[config.mk]
export PLATFORM = sky130hd
export DESIGN_NAME = value_stack_with_removal
export DESIGN_NICKNAME = d
export VERILOG_FILES = /design/src/sv/vsr_pkg.sv /design/src/sv/value_stack_with_removal.sv
export VERILOG_INCLUDE_DIRS = /design/src /design/src/sv
export SDC_FILE = /design/constraint.sdc
export NUM_CORES = 1
export LEC_CHECK = 0
export ABC_CLOCK_PERIOD_IN_PS = 5600
export BUFFER_PORTS_ARGS = -buffer_cell sky130_fd_sc_hd__buf_2
export CORE_MARGIN = 2
export CORE_UTILIZATION = 51
export CTS_CLUSTER_SIZE = 12
export DETAILED_ROUTE_END_ITERATION = 8
export HOLD_SLACK_MARGIN = 0.1
export PLACE_DENSITY_LB_ADDON = 0.25
export REMOVE_ABC_BUFFERS = 1
export SLEW_MARGIN = 20
export SYNTH_ARGS = -nofsm -noshare
export SYNTH_HDL_FRONTEND = slang
export SYNTH_SLANG_ARGS = --single-unit
[constraint.sdc]
create_clock -name clk -period 5.6 [get_ports clk]
set_input_delay 0.84 -clock clk [delete_from_list [all_inputs] [get_ports clk]]
set_output_delay 0.84 -clock clk [all_outputs]
set_load 0.02 [all_outputs]
[src/sv/value_stack_with_removal_macros.svh]
// Assertion helpers for the value stack. All checks are clocked on clk and
// held off while rst is high.
`ifndef VALUE_STACK_WITH_REMOVAL_MACROS_SVH
`define VALUE_STACK_WITH_REMOVAL_MACROS_SVH

// Same-cycle implication.
`define VSR_ASSERT_IMP(label, ante, cons, msg) \
  label: assert property (@(posedge clk) disable iff (rst) (ante) |-> (cons)) \
    else $error(msg);

// Next-cycle implication.
`define VSR_ASSERT_NXT(label, ante, cons, msg) \
  label: assert property (@(posedge clk) disable iff (rst) (ante) |=> (cons)) \
    else $error(msg);

`endif

[src/sv/vsr_pkg.sv]
`timescale 1ns / 1ps

package vsr_pkg;

  localparam int STACK_DEPTH = 32;
  localparam int DATA_WIDTH  = 8;

  // count holds 0..STACK_DEPTH, an address holds 0..STACK_DEPTH-1
  localparam int CNT_W  = $clog2(STACK_DEPTH + 1);
  localparam int ADDR_W = $clog2(STACK_DEPTH);

  localparam logic [CNT_W-1:0] FULL_CNT = CNT_W'(STACK_DEPTH);

  localparam logic [2:0] ACT_PUSH       = 3'd0;
  localparam logic [2:0] ACT_POP        = 3'd1;
  localparam logic [2:0] ACT_REMOVE_ONE = 3'd2;
  localparam logic [2:0] ACT_REMOVE_ALL = 3'd3;
  localparam logic [2:0] ACT_FIND       = 3'd4;

  localparam logic [1:0] ST_OK    = 2'd0;
  localparam logic [1:0] ST_EMPTY = 2'd1;
  localparam logic [1:0] ST_FULL  = 2'd2;

endpackage

[src/sv/value_stack_with_removal.sv]
`timescale 1ns / 1ps

// Channel   Direction  Handshake            Payload
// in        sink       in_valid, in_stall   action, value
// out       source     out_valid, out_stall popped_value, found, removed_count,
//                                           stack_depth, top_value, status
//
// One item at a time; the entry array is a single RAM (one read, one write
// port, registered read), so find and removal walk the held entries one per cycle.
// Push, full push, empty actions and unknown codes go straight to the result register.
// Remove one walks down to the match, then shifts the rest down.
// rst is synchronous: the stack comes up empty, the RAM itself is not cleared.
// A stalled result stays in the output register; the next beat is taken meanwhile.

module value_stack_with_removal
  import vsr_pkg::*;
(
  input  logic                 clk,
  input  logic                 rst,
  input  logic                 in_valid,
  output logic                 in_stall,
  input  logic [2:0]           action,
  input  logic [7:0]           value,
  output logic                 out_valid,
  input  logic                 out_stall,
  output logic [7:0]           popped_value,
  output logic                 found,
  output logic [5:0]           removed_count,
  output logic [5:0]           stack_depth,
  output logic [7:0]           top_value,
  output logic [1:0]           status
);

  `include "value_stack_with_removal_macros.svh"

  localparam logic [3:0] S_IDLE    = 4'd0;
  localparam logic [3:0] S_SCAN    = 4'd1;
  localparam logic [3:0] S_SHIFT   = 4'd2;
  localparam logic [3:0] S_COMPACT = 4'd3;
  localparam logic [3:0] S_TOP     = 4'd4;
  localparam logic [3:0] S_TOPW    = 4'd5;
  localparam logic [3:0] S_FINISH  = 4'd6;

  logic [3:0]            state;
  logic [CNT_W-1:0]      count;
  logic [DATA_WIDTH-1:0] top_q;

  logic [2:0]            act_q;
  logic [DATA_WIDTH-1:0] val_q;
  logic [DATA_WIDTH-1:0] popped_q;
  logic                  found_q;
  logic [CNT_W-1:0]      removed_q;
  logic [1:0]            status_q;

  logic [CNT_W-1:0]      ptr;
  logic [CNT_W-1:0]      pidx;
  logic [CNT_W-1:0]      kept;
  logic                  pend;

  logic [DATA_WIDTH-1:0] mem [STACK_DEPTH];
  logic                  mem_re;
  logic [ADDR_W-1:0]     mem_raddr;
  logic [DATA_WIDTH-1:0] rd_data;
  logic                  mem_we;
  logic [ADDR_W-1:0]     mem_waddr;
  logic [DATA_WIDTH-1:0] mem_wdata;

  logic [DATA_WIDTH+7:0] val_ext;
  logic [DATA_WIDTH-1:0] val_in;
  logic [DATA_WIDTH+7:0] top_ext;
  logic [DATA_WIDTH+7:0] pop_ext;
  logic [CNT_W+5:0]      rem_ext;
  logic [CNT_W+5:0]      cnt_ext;

  logic [CNT_W-1:0]      ptr_dec;
  logic [CNT_W-1:0]      pidx_dec;
  logic [CNT_W-1:0]      count_dec;
  logic [CNT_W-1:0]      walked;
  logic                  match;
  logic                  hit;
  logic                  scan_issue;
  logic                  shift_issue;
  logic                  comp_issue;
  logic                  accept;
  logic                  is_full;
  logic                  is_empty;
  logic                  out_load;
  logic                  push_ok;
  logic                  pop_ok;
  logic [3:0]            idle_state;
  logic [1:0]            idle_status;

  assign val_ext   = {{DATA_WIDTH{1'b0}}, value};
  assign val_in    = val_ext[DATA_WIDTH-1:0];

  assign ptr_dec   = ptr - CNT_W'(1);
  assign pidx_dec  = pidx - CNT_W'(1);
  assign count_dec = count - CNT_W'(1);
  assign walked    = ptr - CNT_W'(pend);

  assign match       = (rd_data == val_q);
  assign hit         = pend && match;
  assign scan_issue  = (state == S_SCAN) && (ptr != '0) && !hit;
  assign shift_issue = (state == S_SHIFT) && (ptr < count);
  assign comp_issue  = (state == S_COMPACT) && (ptr < count);

  assign in_stall = (state != S_IDLE);
  assign accept   = in_valid && !in_stall;
  assign is_full  = (count == FULL_CNT);
  assign is_empty = (count == '0);
  assign out_load = (state == S_FINISH) && (!out_valid || !out_stall);
  assign push_ok  = (action == ACT_PUSH) && !is_full;
  assign pop_ok   = (action == ACT_POP) && !is_empty;

  // where a new beat goes and what it reports up front
  always_comb begin
    idle_state  = S_FINISH;
    idle_status = ST_OK;
    case (action)
      ACT_PUSH: begin
        if (is_full) begin
          idle_status = ST_FULL;
        end
      end
      ACT_POP: begin
        if (is_empty) begin
          idle_status = ST_EMPTY;
        end else begin
          idle_state = S_TOP;
        end
      end
      ACT_REMOVE_ONE: begin
        if (is_empty) begin
          idle_status = ST_EMPTY;
        end else begin
          idle_state = S_SCAN;
        end
      end
      ACT_REMOVE_ALL: begin
        if (is_empty) begin
          idle_status = ST_EMPTY;
        end else begin
          idle_state = S_COMPACT;
        end
      end
      ACT_FIND: begin
        if (!is_empty) begin
          idle_state = S_SCAN;
        end
      end
      default: begin
        idle_state = S_FINISH;
      end
    endcase
  end

  // RAM port control
  always_comb begin
    mem_re    = 1'b0;
    mem_raddr = ptr[ADDR_W-1:0];
    mem_we    = 1'b0;
    mem_waddr = count[ADDR_W-1:0];
    mem_wdata = val_in;
    case (state)
      S_IDLE: begin
        mem_we = accept && push_ok;
      end
      S_SCAN: begin
        mem_re    = scan_issue;
        mem_raddr = ptr_dec[ADDR_W-1:0];
      end
      S_SHIFT: begin
        mem_re    = shift_issue;
        mem_we    = pend;
        mem_waddr = pidx_dec[ADDR_W-1:0];
        mem_wdata = rd_data;
      end
      S_COMPACT: begin
        mem_re    = comp_issue;
        mem_we    = pend && !match;
        mem_waddr = kept[ADDR_W-1:0];
        mem_wdata = rd_data;
      end
      S_TOP: begin
        mem_re    = !is_empty;
        mem_raddr = count_dec[ADDR_W-1:0];
      end
      default: begin
        mem_re = 1'b0;
      end
    endcase
  end

  always_ff @(posedge clk) begin
    if (mem_we) begin
      mem[mem_waddr] <= mem_wdata;
    end
    if (mem_re) begin
      rd_data <= mem[mem_raddr];
    end
  end

  always_ff @(posedge clk) begin
    if (rst) begin
      state     <= S_IDLE;
      count     <= '0;
      top_q     <= '0;
      pend      <= 1'b0;
      out_valid <= 1'b0;
    end else begin
      if (out_valid && !out_stall && !out_load) begin
        out_valid <= 1'b0;
      end
      case (state)
        S_IDLE: begin
          if (accept) begin
            act_q     <= action;
            val_q     <= val_in;
            popped_q  <= pop_ok ? top_q : '0;
            found_q   <= 1'b0;
            removed_q <= '0;
            status_q  <= idle_status;
            pend      <= 1'b0;
            ptr       <= (action == ACT_REMOVE_ALL) ? '0 : count;
            kept      <= '0;
            state     <= idle_state;
            if (push_ok) begin
              count <= count + CNT_W'(1);
              top_q <= val_in;
            end else if (pop_ok) begin
              count <= count_dec;
            end
          end
        end
        // walk down from the top; first hit is the topmost match
        S_SCAN: begin
          if (hit) begin
            found_q <= 1'b1;
            pend    <= 1'b0;
            if (act_q == ACT_REMOVE_ONE) begin
              removed_q <= CNT_W'(1);
              ptr       <= pidx + CNT_W'(1);
              state     <= S_SHIFT;
            end else begin
              state <= S_FINISH;
            end
          end else if ((ptr == '0) && !pend) begin
            state <= S_FINISH;
          end else begin
            pend <= scan_issue;
            if (scan_issue) begin
              ptr  <= ptr_dec;
              pidx <= ptr_dec;
            end
          end
        end
        // move the entries above the hit down by one
        S_SHIFT: begin
          pend <= shift_issue;
          if (shift_issue) begin
            ptr  <= ptr + CNT_W'(1);
            pidx <= ptr;
          end
          if (!shift_issue && !pend) begin
            count <= count_dec;
            state <= S_TOP;
          end
        end
        // bottom-up: keepers are written back at the kept index
        S_COMPACT: begin
          pend <= comp_issue;
          if (comp_issue) begin
            ptr <= ptr + CNT_W'(1);
          end
          if (pend) begin
            if (match) begin
              removed_q <= removed_q + CNT_W'(1);
            end else begin
              kept <= kept + CNT_W'(1);
            end
          end
          if (!comp_issue && !pend) begin
            count   <= kept;
            found_q <= (removed_q != '0);
            state   <= S_TOP;
          end
        end
        S_TOP: begin
          if (is_empty) begin
            top_q <= '0;
            state <= S_FINISH;
          end else begin
            state <= S_TOPW;
          end
        end
        S_TOPW: begin
          top_q <= rd_data;
          state <= S_FINISH;
        end
        S_FINISH: begin
          if (out_load) begin
            out_valid <= 1'b1;
            state     <= S_IDLE;
          end
        end
        default: begin
          state <= S_IDLE;
        end
      endcase
    end
  end

  assign top_ext = {8'b0, top_q};
  assign pop_ext = {8'b0, popped_q};
  assign rem_ext = {6'b0, removed_q};
  assign cnt_ext = {6'b0, count};

  // result register, loaded once the current beat has left
  always_ff @(posedge clk) begin
    if (out_load) begin
      popped_value  <= pop_ext[7:0];
      found         <= found_q;
      removed_count <= rem_ext[5:0];
      stack_depth   <= cnt_ext[5:0];
      top_value     <= top_ext[7:0];
      status        <= status_q;
    end
  end

  `VSR_ASSERT_IMP(a_count_bound, 1'b1, count <= FULL_CNT, "count above depth")
  `VSR_ASSERT_IMP(a_no_rw_clash, mem_we && mem_re, mem_waddr != mem_raddr, "RAM clash")
  `VSR_ASSERT_IMP(a_read_held, mem_re, CNT_W'(mem_raddr) < count, "read past held entries")
  `VSR_ASSERT_IMP(a_compact_tally, state == S_COMPACT, (kept + removed_q) == walked, "tally lost")
  `VSR_ASSERT_IMP(a_empty_top, (state == S_IDLE) && (count == '0), top_q == '0, "empty, top set")
  `VSR_ASSERT_NXT(a_finish_leaves, out_load, out_valid && (state == S_IDLE), "result not sent")

endmodule
Word-level counts from Yosys, hierarchy flattened
Memories as Yosys holds them, arrays and structs flattened. A register that Yosys moved wholly into a read port is not among the register bits.
Index checks and enable logic that the tools add are counted.
{"block": "word_totals", "inputBits": 15, "ff_bits": 97, "n_memories": 1, "ramBits": 256, "elab_cells": 183}
{"block": "op_classes", "eq_ne": 34, "n_mux": 64, "n_bitwise": 1, "addsub": 8, "magnitude_cmp": 1, "reduce_logical": 54}
{"name": "mem", "depth": 32, "width": 8, "read_ports": 1, "rd_clocked_by_memory_dff": 1, "write_ports": 1, "line_no": "value_stack_with_removal.sv:60", "text": "logic [DATA_WIDTH-1:0] mem [STACK_DEPTH];"}
{"cell": "$mux 6", "n": 22}
{"cell": "$pmux 6 s3", "n": 2}
{"cell": "$mux 8", "n": 4}
{"cell": "$add 6x1->6 const B", "n": 5}
{"cell": "$pmux 4 s7", "n": 1}
{"cell": "$ne 2x2->1 const B", "n": 13}
{"cell": "$mux 4", "n": 6}
{"cell": "$pmux 6 s2", "n": 2}
{"cell": "$pmux 6 s4", "n": 1}
{"cell": "$pmux 8 s3", "n": 1}
{"cell": "$pmux 5 s2", "n": 2}
{"cell": "$reduce_and 5->1", "n": 4}
{"cell": "$logic_and 1x1->1", "n": 16}
{"cell": "$eq 4x3->1 const B", "n": 3}
{"cell": "$logic_not 6->1", "n": 2}
{"cell": "$reduce_bool 6->1", "n": 2}
{"cell": "$sub 6x1->6 const B", "n": 2}
{"cell": "$logic_not 1->1", "n": 11}
{"cell": "$mux 1", "n": 11}
{"cell": "$eq 3x2->1 const B", "n": 3}
{"cell": "$mux 3", "n": 3}
{"cell": "$ne 3x3->1 const B", "n": 3}
{"cell": "$pmux 3 s3", "n": 1}
{"cell": "$reduce_bool 3->1", "n": 3}
{"cell": "other kinds (27)", "n": 39}

Logic depth before layout (Yosys ltp)
{"block": "depth", "word_depth": 8, "mapped_depth": 12}

Worst setup path before layout
OpenSTA, ideal clock, no wires.
{"block": "synth_path", "path_kind": "flip-flop to flip-flop", "start": "register state[0]", "end": "register found (enable)", "stages_incl_launch_ff": 9, "path_slack_ns": 1.391, "setup_time_ns": 0.466, "arrival_time_ns": 3.743, "synth_period_minus_slack_ns": 4.209, "cell_sequence": "dfxtp_1 buf_4 buf_2 buf_2 buf_4 buf_4 buf_2 buf_2 a211oi_1"}
{"block": "synth_between", "elab_chain_cells": 2}
{"element": "start, declared", "line_no": "value_stack_with_removal.sv:44", "text": "logic [3:0] state;"}
{"element": "start signal, assigned", "line_no": "value_stack_with_removal.sv:226", "text": "state <= idle_state;"}
{"element": "$eq 4x3->1", "line_no": "value_stack_with_removal.sv:111", "text": "assign out_load = (state == S_FINISH) && (!out_valid || !out_stall);"}
{"element": "$logic_and 1x1->1", "line_no": "value_stack_with_removal.sv:111"}
{"element": "net out_load", "line_no": "value_stack_with_removal.sv:87", "text": "logic out_load;"}
{"element": "end signal, assigned", "line_no": "value_stack_with_removal.sv:322", "text": "found <= found_q;"}
{"element": "end, declared", "line_no": "value_stack_with_removal.sv:27", "text": "output logic found,"}
The timed path passes the listed nets, and every way through them passes these cells.
A chain may end at the register's enable or synchronous reset.

Final worst setup path
{"block": "layout_path", "start": "register state[1]", "end": "memory mem[30][3] (enable)"}
{"block": "layout_between", "elab_chain_cells": 7, "word_cells_on_any_way": 11, "classes_between": "eq/ne: 2; mux: 4; reduce/logical: 5"}
{"element": "$reduce_bool 4->1", "line_no": "value_stack_with_removal.sv:107", "text": "assign in_stall = (state != S_IDLE);"}
{"element": "$logic_not 1->1", "line_no": "value_stack_with_removal.sv:108", "text": "assign accept = in_valid && !in_stall;"}
{"element": "$logic_and 1x1->1", "line_no": "value_stack_with_removal.sv:108"}
{"element": "$logic_and 1x1->1", "line_no": "value_stack_with_removal.sv:166", "text": "mem_we = accept && push_ok;"}
{"element": "$pmux 1 s3", "line_no": "value_stack_with_removal.sv:164", "text": "case (state)"}
{"element": "$mux 1", "line_no": "value_stack_with_removal.sv:195", "text": "if (mem_we) begin"}
{"element": "$mux 1 (not written as such)", "line_no": "value_stack_with_removal.sv:196", "text": "mem[mem_waddr] <= mem_wdata;"}
{"element": "end, declared", "line_no": "value_stack_with_removal.sv:60"}
Several ways; a longest one is shown, not always the timed one.

==> qor.txt <==
Outcome = finished, final reports clean
RSZ-0062 raised after global routing = no
Hold Fails Final Rpt = 0
Routed vias/inst = 5.96
Fmax = 261 MHz
Area leader, netlist = edfxtp_1
Most common cell after layout, fill and taps aside = edfxtp_1
Total Routing Usage GR = 22.1%
Slew HR = 27.2%
Critical Path AT = 3.97 ns
Clock tree buffer depth = 3
Internal power = 0.00623 W
Routed WL = 36200 um
Crit path max-delay family = simple AND/OR/NAND/NOR gates
Hold WS = 0.417 ns
Final setup fails = 0
Fin area = 0.0176 sq mm
Post-CTS setup buffers = 0
Area contributors post-synth = edfxtp_1 (65%), mux2i_1 (8.1%), a22oi_1 (3.1%), dfxtp_1 (2.4%), nor2_1 (2.3%)
Pin count of the biggest net entering global routing = 65
Clock Skews = 0.0262 ns
Synth top area share = 64.6%
Most frequent cells in the layout = edfxtp_1 (341), mux2i_1 (128), nor2_1 (97)
Starting Density = 51.8%
Post-route minimum period = 3.83 ns
Maximum vdd drop = 336 uV
Primary FF master, synth = edfxtp_1
Cts bufs inserted = 38
Vias in the first global route = 9328
Post-synth EDFFs = 341
Worst setup SP type = flop
# H-tree levels = 2
Fin. max-slew vios = 0
Distinct cell type count after synthesis = 74
DRC viols = 0
CP Capture Type = flop
Max-cap violations = 0
Die width = 180 um
Register area share after synthesis = 67.0%
Resized cells post-CTS = 0
TritonCTS clock tree = built
First-pass GRT wire length = 55600 um
Power density over cell area = 573 mW/mm^2
Nets = 1202
Skew-Pair Late Insertion Delay = 0.52 ns
DP HPWL = 23800 um
Placer Congestion = 0.901
Initial antenna violation count = 0
Clock Power Share = 23.0%
WP data required = 5.74 ns
Worst-path cell chain = buf_4 -> nor2b_2 -> buf_4 -> a32oi_1 -> nand2b_1 -> nand2b_1 -> nor2_1
Layout filler cell count = 2416
Net Sw Power = 0.00384 W
Io pins = 48
Hold-fix buffers at CTS = 0
Share of post-route cells with drive strength above 1 = 13.2%
Routed wire per std cell = 22.7 um
Synth Instances = 1132
Period utilisation layout = 68.4%
Sequential group share of total power = 36.9%
Total grt overflow = 0
Total negative slack = 0 ns
Synth warn = 0
Pre-CTS setup slack = 1.86 ns
Drt first pass iters = 5
DR vias = 9499
Syn avg cell area = 14.0 sq um
CTS root buf = clkbuf_16
PnR worst setup slack = 1.77 ns
Placed Area = 0.0164 sq mm
Net Sw Frac = 38.1%
CORE AREA = 0.0306 sq mm
Post-synthesis async set-or-reset flop share = 0%
Worst-Margin Slew = 1.09 ns
Cell Area, Synth = 0.0158 sq mm
Hold crit path type = reg2reg
Crit path max-delay cell type = nor2_1
Clk slew on worst S/H paths = 0.06 ns
IO buf count = 47
Drt initial violations = 946
Critical-path maximum fanout = 17
Die area = 0.0325 sq mm
Num Clock Sinks = 360
Die Ht = 180 um
Leak = 6.04 nW
N_diodes = 0
Logic pwr share = 40.1%
Final ANT Viol Nets = 0
CP Class = reg2reg
Total power = 0.0101 W
Seq cells post-synth = 360
Worst path bufs/invs = 2
Std-Cell Rows = 64
Max incr delay on CP = 0.70 ns
Synth-to-Final Area Change = 10.9%
[sequential cells by signal, indices dropped and copies added (netlist names), 2 cells and up]
| name | cells |
|---|---|
| pidx | 6 |
| top_q | 8 |
| popped_q | 8 |
| rd_data | 8 |
| count | 6 |
| removed_q | 6 |
| kept | 6 |
| status_q | 2 |
| mem | 256 |
| act_q | 3 |
| status | 2 |
| val_q | 8 |
| popped_value | 8 |
| ptr | 6 |
| top_value | 8 |
| state | 3 |
| removed_count | 6 |
| stack_depth | 6 |
[logic make-up after synthesis]
family                   after synthesis  share of synthesized area (%)
AND/OR/NAND/NOR                      279                           9.04
AO/OA/AOI/OAI                        224                           9.64
buffers and inverters                 84                           2.65
XOR/XNOR                              40                           2.21
multiplexers                         131                           8.30
flip-flops                           360                           67.0
adder cells (fa/ha/maj)               14                           1.11
[cell usage after synthesis, types with 4 or more instances]
cell type,count
o21ai_1,4
a22oi_1,66
and3_1,5
nand2_1,67
a21o_1,5
nor2_1,97
mux2i_1,128
xor2_1,21
a21oi_1,69
nor2b_1,4
nand3_1,24
o211ai_1,6
dfxtp_1,19
buf_4,21
nor3b_1,6
xnor2_1,19
nand2b_1,13
o21ai_0,20
and2_1,12
o22ai_1,4
edfxtp_1,341
ha_1,14
clkbuf_1,25
inv_1,15
a31oi_1,4
a211oi_1,16
or3_1,6
buf_2,21
nor3_1,10
nor4_2,10
[routing by layer]
metal | track usage, % | part of all wire (%)
met5 | 0 | 0
met4 | 6.32 | 2.5
met3 | 3.74 | 7.2
met2 | 35.6 | 48
met1 | 31.1 | 43
[layout make-up]
cell class | count | area, sq um | share of cell area, %
Clock inverter | 9 | 65.1 | 0.370
Tap cell | 396 | 495 | 2.82
Multi-Input combinational cell | 688 | 4840 | 27.5
Clock buffer | 55 | 1080 | 6.13
Inverter | 16 | 60.1 | 0.342
Sequential cell | 360 | 10600 | 60.4
Timing Repair Buffer | 69 | 413 | 2.35
[metrics by stage]
stage	instances	util, %
2_1_floorplan	1064	-
3_3_place_gp	1529	53.7
3_5_place_dp	1529	53.7
4_1_cts	1593	57.4
5_1_grt	1593	57.4
6_report	1593	57.4
[path summary, 6_finish.rpt]
check / startpoint / endpoint / slack [ns] / cells past startpoint
worst max-delay path: state[1] / mem[30][3] / 1.77 / 7
worst min-delay path: popped_q[0] / popped_value[0] / 0.42 / 0
worst max register to register: state[1] / mem[30][3] / 1.77 / 7
worst min register to register: popped_q[0] / popped_value[0] / 0.42 / 0
[power by group through the flow]
stage          registers [W]  logic, W  clock network, W
2_1_floorplan        0.00374   0.00246                 0
3_3_place_gp         0.00376   0.00396                 0
3_5_place_dp         0.00377   0.00401                 0
4_1_cts              0.00371   0.00402           0.00234
5_1_grt              0.00375   0.00435           0.00246
6_report             0.00372   0.00404           0.00231
Note: power is estimated with default switching activity, not from simulation.
